===== config.mk =====
export PLATFORM = sky130hd
export DESIGN_NAME = pih_ctrl
export DESIGN_NICKNAME = d
export VERILOG_FILES = /design/src/pih_pkg.sv /design/src/pih_ctrl.sv
export SDC_FILE = /design/constraint.sdc
export NUM_CORES = 1
export LEC_CHECK = 0
export ABC_AREA = 1
export BUFFER_PORTS_ARGS = -buffer_cell sky130_fd_sc_hd__buf_2
export CAP_MARGIN = 20
export CORE_AREA = 2 2 39 41
export CTS_CLUSTER_DIAMETER = 120
export DETAILED_ROUTE_END_ITERATION = 16
export DIE_AREA = 0 0 41 43
export MAX_ROUTING_LAYER = met4
export PLACE_DENSITY_LB_ADDON = 0.2
export RECOVER_POWER = 25
export SYNTH_ARGS = -nofsm -noshare
export SYNTH_HDL_FRONTEND = slang
export SYNTH_SLANG_ARGS = --single-unit
export TNS_END_PERCENT = 10

===== constraint.sdc =====
create_clock -name aclk -period 2.02 [get_ports aclk]
set_input_delay 0.404 -clock aclk [delete_from_list [all_inputs] [get_ports aclk]]
set_output_delay 0.404 -clock aclk [all_outputs]
set_load 0.005 [all_outputs]

===== src/pih_pkg.sv =====
// package for the point-in-hexahedron test unit
// holds face tables, widths and controller/datapath command types; no dependencies
package pih_pkg;
    localparam int COORD_BITS_DEF = 16;
    localparam int NUM_FACES      = 6;
    localparam int NUM_CORNERS    = 8;
    localparam int FACE_W         = 3;
    localparam int CORNER_W       = 3;

    localparam logic KIND_LOAD = 1'b0;
    localparam logic KIND_TEST = 1'b1;

    function automatic logic [CORNER_W-1:0] face_core(input logic [FACE_W-1:0] f);
        logic [CORNER_W-1:0] r;
        unique case (f)
            3'd0: r = 3'd0;
            3'd1: r = 3'd1;
            3'd2: r = 3'd0;
            3'd3: r = 3'd4;
            3'd4: r = 3'd2;
            default: r = 3'd0;
        endcase
        return r;
    endfunction

    function automatic logic [CORNER_W-1:0] face_a(input logic [FACE_W-1:0] f);
        logic [CORNER_W-1:0] r;
        unique case (f)
            3'd0: r = 3'd4;
            3'd1: r = 3'd3;
            3'd2: r = 3'd2;
            3'd3: r = 3'd5;
            3'd4: r = 3'd6;
            default: r = 3'd1;
        endcase
        return r;
    endfunction

    function automatic logic [CORNER_W-1:0] face_b(input logic [FACE_W-1:0] f);
        logic [CORNER_W-1:0] r;
        unique case (f)
            3'd0: r = 3'd2;
            3'd1: r = 3'd5;
            3'd2: r = 3'd1;
            3'd3: r = 3'd6;
            3'd4: r = 3'd3;
            default: r = 3'd4;
        endcase
        return r;
    endfunction

    // controller to datapath
    typedef struct packed {
        logic                  load_vertex;  // write held vertex into store
        logic                  latch_point;  // capture test point
        logic                  norm_step;    // compute normal of face
        logic                  dot_step;     // compute dot product of face
        logic                  clear_flag;   // start a new test
        logic                  load_result;  // copy the flag into the output register
        logic [FACE_W-1:0]     face;
    } pih_cmd_t;
endpackage


===== src/pih_ctrl.sv =====
// controller for the point-in-hexahedron test unit
// sequences six face steps per load or test; depends on pih_pkg
module pih_ctrl (
    input  logic             aclk,
    input  logic             aresetn,
    input  logic             s_tvalid,
    output logic             s_tready,
    input  logic             kind,
    output logic             m_tvalid,
    input  logic             m_tready,
    output pih_pkg::pih_cmd_t cmd
);
    import pih_pkg::*;

    typedef enum logic [2:0] {
        ST_IDLE, ST_NORM, ST_DOT, ST_DOT_TAIL, ST_OUT
    } state_t;

    state_t            state_reg, state_next;
    logic [FACE_W-1:0] face_reg, face_next;
    logic              mvalid_reg, mvalid_next;

    assign s_tready = (state_reg == ST_IDLE);
    assign m_tvalid = mvalid_reg;

    always_comb begin
        state_next  = state_reg;
        face_next   = face_reg;
        mvalid_next = mvalid_reg;
        cmd         = '0;
        cmd.face    = face_reg;
        if (mvalid_reg && m_tready) mvalid_next = 1'b0;
        unique case (state_reg)
            ST_IDLE: begin
                if (s_tvalid) begin
                    face_next = '0;
                    if (kind == KIND_LOAD) begin
                        cmd.load_vertex = 1'b1;
                        state_next = ST_NORM;
                    end else begin
                        cmd.latch_point = 1'b1;
                        cmd.clear_flag  = 1'b1;
                        state_next = ST_DOT;
                    end
                end
            end
            ST_NORM: begin
                cmd.norm_step = 1'b1;
                face_next = face_reg + 1'b1;
                if (face_reg == FACE_W'(NUM_FACES - 1)) state_next = ST_IDLE;
            end
            ST_DOT: begin
                cmd.dot_step = 1'b1;
                face_next = face_reg + 1'b1;
                if (face_reg == FACE_W'(NUM_FACES - 1)) state_next = ST_DOT_TAIL;
            end
            ST_DOT_TAIL: begin
                // last product settles into the flag
                state_next = ST_OUT;
            end
            ST_OUT: begin
                if (!mvalid_reg || m_tready) begin
                    cmd.load_result = 1'b1;
                    mvalid_next = 1'b1;
                    state_next  = ST_IDLE;
                end
            end
            default: state_next = ST_IDLE;
        endcase
    end

    always_ff @(posedge aclk) begin
        if (!aresetn) begin
            state_reg  <= ST_IDLE;
            face_reg   <= '0;
            mvalid_reg <= 1'b0;
        end else begin
            state_reg  <= state_next;
            face_reg   <= face_next;
            mvalid_reg <= mvalid_next;
        end
    end

`ifndef NO_ASSERTIONS
    a_busy_not_ready: assert property (@(posedge aclk) disable iff (!aresetn)
        (state_reg != ST_IDLE) |-> !s_tready) else $error("ready while busy");
    a_face_range: assert property (@(posedge aclk) disable iff (!aresetn)
        face_reg <= FACE_W'(NUM_FACES - 1) || state_reg == ST_IDLE
        || state_reg == ST_DOT_TAIL || state_reg == ST_OUT) else $error("face out of range");
    a_one_step: assert property (@(posedge aclk) disable iff (!aresetn)
        !(cmd.norm_step && cmd.dot_step)) else $error("two steps at once");
`endif
endmodule


==> flow_summary.json <==
{
  "min_period_ns": 1.76,
  "numCtsBuffers": 3,
  "min_path_type": "input port to register",
  "ant_nets": 0,
  "post-place-ws_ns": 0.517,
  "finClkSkew_ns": 0.000816,
  "drtIter0Drc": 13,
  "setup_ws_ns": 0.256,
  "final_cell_count_no_fill": 105,
  "cp-start-kind": "register",
  "syn-cell-area_um2": 462,
  "p_sw_frac": 0.457,
  "ff_latch_area_um2": 140,
  "slew_headroom": 0.825,
  "vias": 473,
  "io_buffers": 15,
  "path_class": "register to output port",
  "ys_types": 18,
  "die_w_um": 41,
  "clk_pin_slew_ns": 0.05,
  "drv_slew": 0,
  "hold_viol": 0,
  "ys.flop_type": "dfxtp_1",
  "arrival_ns": 1.36,
  "layout-drive-gt1-share": 0.326,
  "clkPwrFrac": 0.162,
  "fillCellCount": 150,
  "cts.sinks": 7,
  "ios": 16,
  "async_flop_share": 0,
  "p_int_uw": 425,
  "h-tree-depth": 1,
  "initial_core_util": 0.334,
  "dp_cells": 101,
  "die_h_um": 43,
  "final_cell_mix": "15 x buf_2, 13 x inv_1, 11 x nand2_1",
  "gp_congestion": 0.739,
  "crit_fanout": 6,
  "grt_first_pass_wirelength_mm": 1.44,
  "fin_crit_sh": 0.873,
  "ir_drop_mv": 0.681,
  "synth_edf_count": 0,
  "fin_nets": 97,
  "die_area_mm2": 0.00176,
  "rsz0062_at_grt": "false",
  "combPwrFrac": 0.542,
  "p_seq_frac": 0.296,
  "cts_hold_buf": 0,
  "max_freq_mhz": 567,
  "routed_wl_um": 877,
  "outcome": "complete, no violations",
  "cts-root-buf": "clkbuf_4",
  "r2r_start": "face_reg[1]$_SDFFE_PN0P_",
  "cts_tree": "done",
  "endpoint_kind": "output port",
  "setup_viol": 0,
  "whs_endpoint": "state_reg[0]$_SDFFE_PN0P_",
  "ys_seq_elements": 7,
  "grt_pass1_vias": 381,
  "diodes": 0,
  "cellPowerDensity_mw_per_mm2": 1370,
  "rows": 14,
  "setup_tns_ns": 0,
  "cts-resized-gates": 0,
  "yosysSeqAreaShare": 0.304,
  "min-delay-start": "aresetn",
  "core_mm2": 0.00138,
  "layout_commonest_cell": "buf_2",
  "hold_path_depth": 3,
  "grt_overflow": 0,
  "synth-warning-count": 0,
  "cts_setup_buffers": 0,
  "synth_cells": 71,
  "synth_nets": 78,
  "ff2ff_path_depth": 8,
  "avgSynthCellArea_um2": 6.50,
  "tightest_slew_ns": 0.262,
  "area_growth_syn_to_layout_pct": 23.6,
  "drt_pass1_iterations": 3,
  "reg2reg_to": "state_reg[1]$_SDFFE_PN0P_",
  "worstPathRequired_ns": 1.62,
  "grtUsageTotal": 0.125,
  "drv_cap": 0,
  "leakage_nw": 0.328,
  "multiInputGateArea_um2": 249,
  "cts_buffer_depth": 2,
  "via_per_inst": 4.50,
  "dp_hpwl_um": 702,
  "wl_per_cell_um": 8.35,
  "totalPowerFinal_uw": 782,
  "clock_latency_ns": 0.25,
  "grt_max_degree": 8,
  "drc": 0,
  "reg2reg_slack_ns": 0.80,
  "fin_util": 0.412,
  "power.switching_uw": 358,
  "grt_antenna_before_repair": 0
}
[stage by stage]
step | hold WS [ns] | cell area, um^2
floorplan | 0.483 | 462
global placement | 0.486 | 549
detailed placement | 0.484 | 549
CTS | 0.400 | 576
global route | 0.409 | 571
finish | 0.406 | 571
[power by group through the flow]
stage / clock [mW] / sequential [mW] / combinational [mW]
2_1_floorplan: 0 / 0.228 / 0.320
3_3_place_gp: 0 / 0.233 / 0.432
3_5_place_dp: 0 / 0.235 / 0.428
4_1_cts: 0.132 / 0.232 / 0.430
5_1_grt: 0.140 / 0.239 / 0.488
6_report: 0.127 / 0.232 / 0.424
[per-layer routing]
| metal | share of wire | routed length, um | track usage |
|---|---|---|---|
| met2 | 0.46 | 401 | 0.159 |
| met1 | 0.49 | 428 | 0.169 |
| met4 | 0.014 | 12 | 0.0800 |
| met3 | 0.040 | 35 | 0.0314 |
| met5 | 0 | 0 | - |
[Yosys cell counts (2+ instances only)]
| master | instances | area share |
|---|---|---|
| nand3_1 | 5 | 0.054 |
| nand2_2 | 2 | 0.027 |
| nand2_1 | 11 | 0.089 |
| ha_1 | 2 | 0.054 |
| inv_1 | 13 | 0.11 |
| o21ai_1 | 2 | 0.022 |
| dfxtp_1 | 7 | 0.30 |
| nor2_1 | 10 | 0.081 |
| nor2_2 | 2 | 0.027 |
| inv_2 | 3 | 0.024 |
| o21ai_0 | 2 | 0.022 |
| a21oi_1 | 5 | 0.054 |
| nand3_2 | 2 | 0.043 |
[cell type report]
cell class                      count  share of cell area
Multi-Input combinational cell     47               0.436
Sequential cell                     7               0.246
Timing Repair Buffer               15               0.132
Inverter                           16               0.105
Clock buffer                        4              0.0461
Tap cell                           16              0.0351
[kinds of logic after synthesis]
kind of cell	share of synthesized area
and+or+nand+nor	0.398
buffers and inverters	0.146
AOI/OAI and AO/OA	0.0976
DFF	0.304
adders and majority gates	0.0542
[worst max-delay path by stage]
stage / from / to / slack (ns)
2_1_floorplan: state_reg[2]$_SDFFE_PN0P_ / cmd[7] / 0.54
5_1_grt: state_reg[0]$_SDFFE_PN0P_ / cmd[4] / 0.12
6_report: state_reg[0]$_SDFFE_PN0P_ / cmd[4] / 0.26
3_3_place_gp: state_reg[2]$_SDFFE_PN0P_ / cmd[4] / 0.55
3_5_place_dp: state_reg[0]$_SDFFE_PN0P_ / cmd[4] / 0.52
4_1_cts: state_reg[0]$_SDFFE_PN0P_ / cmd[4] / 0.24
[critical path, stage by stage (launching register included)]
cell and delay (ns):
dfxtp_1 0.36, nor2_2 0.19, nand2_1 0.11, nor2_2 0.17, inv_2 0.05, nor2_1 0.10
buf_2 0.12
(Power assumes the default switching activity.)
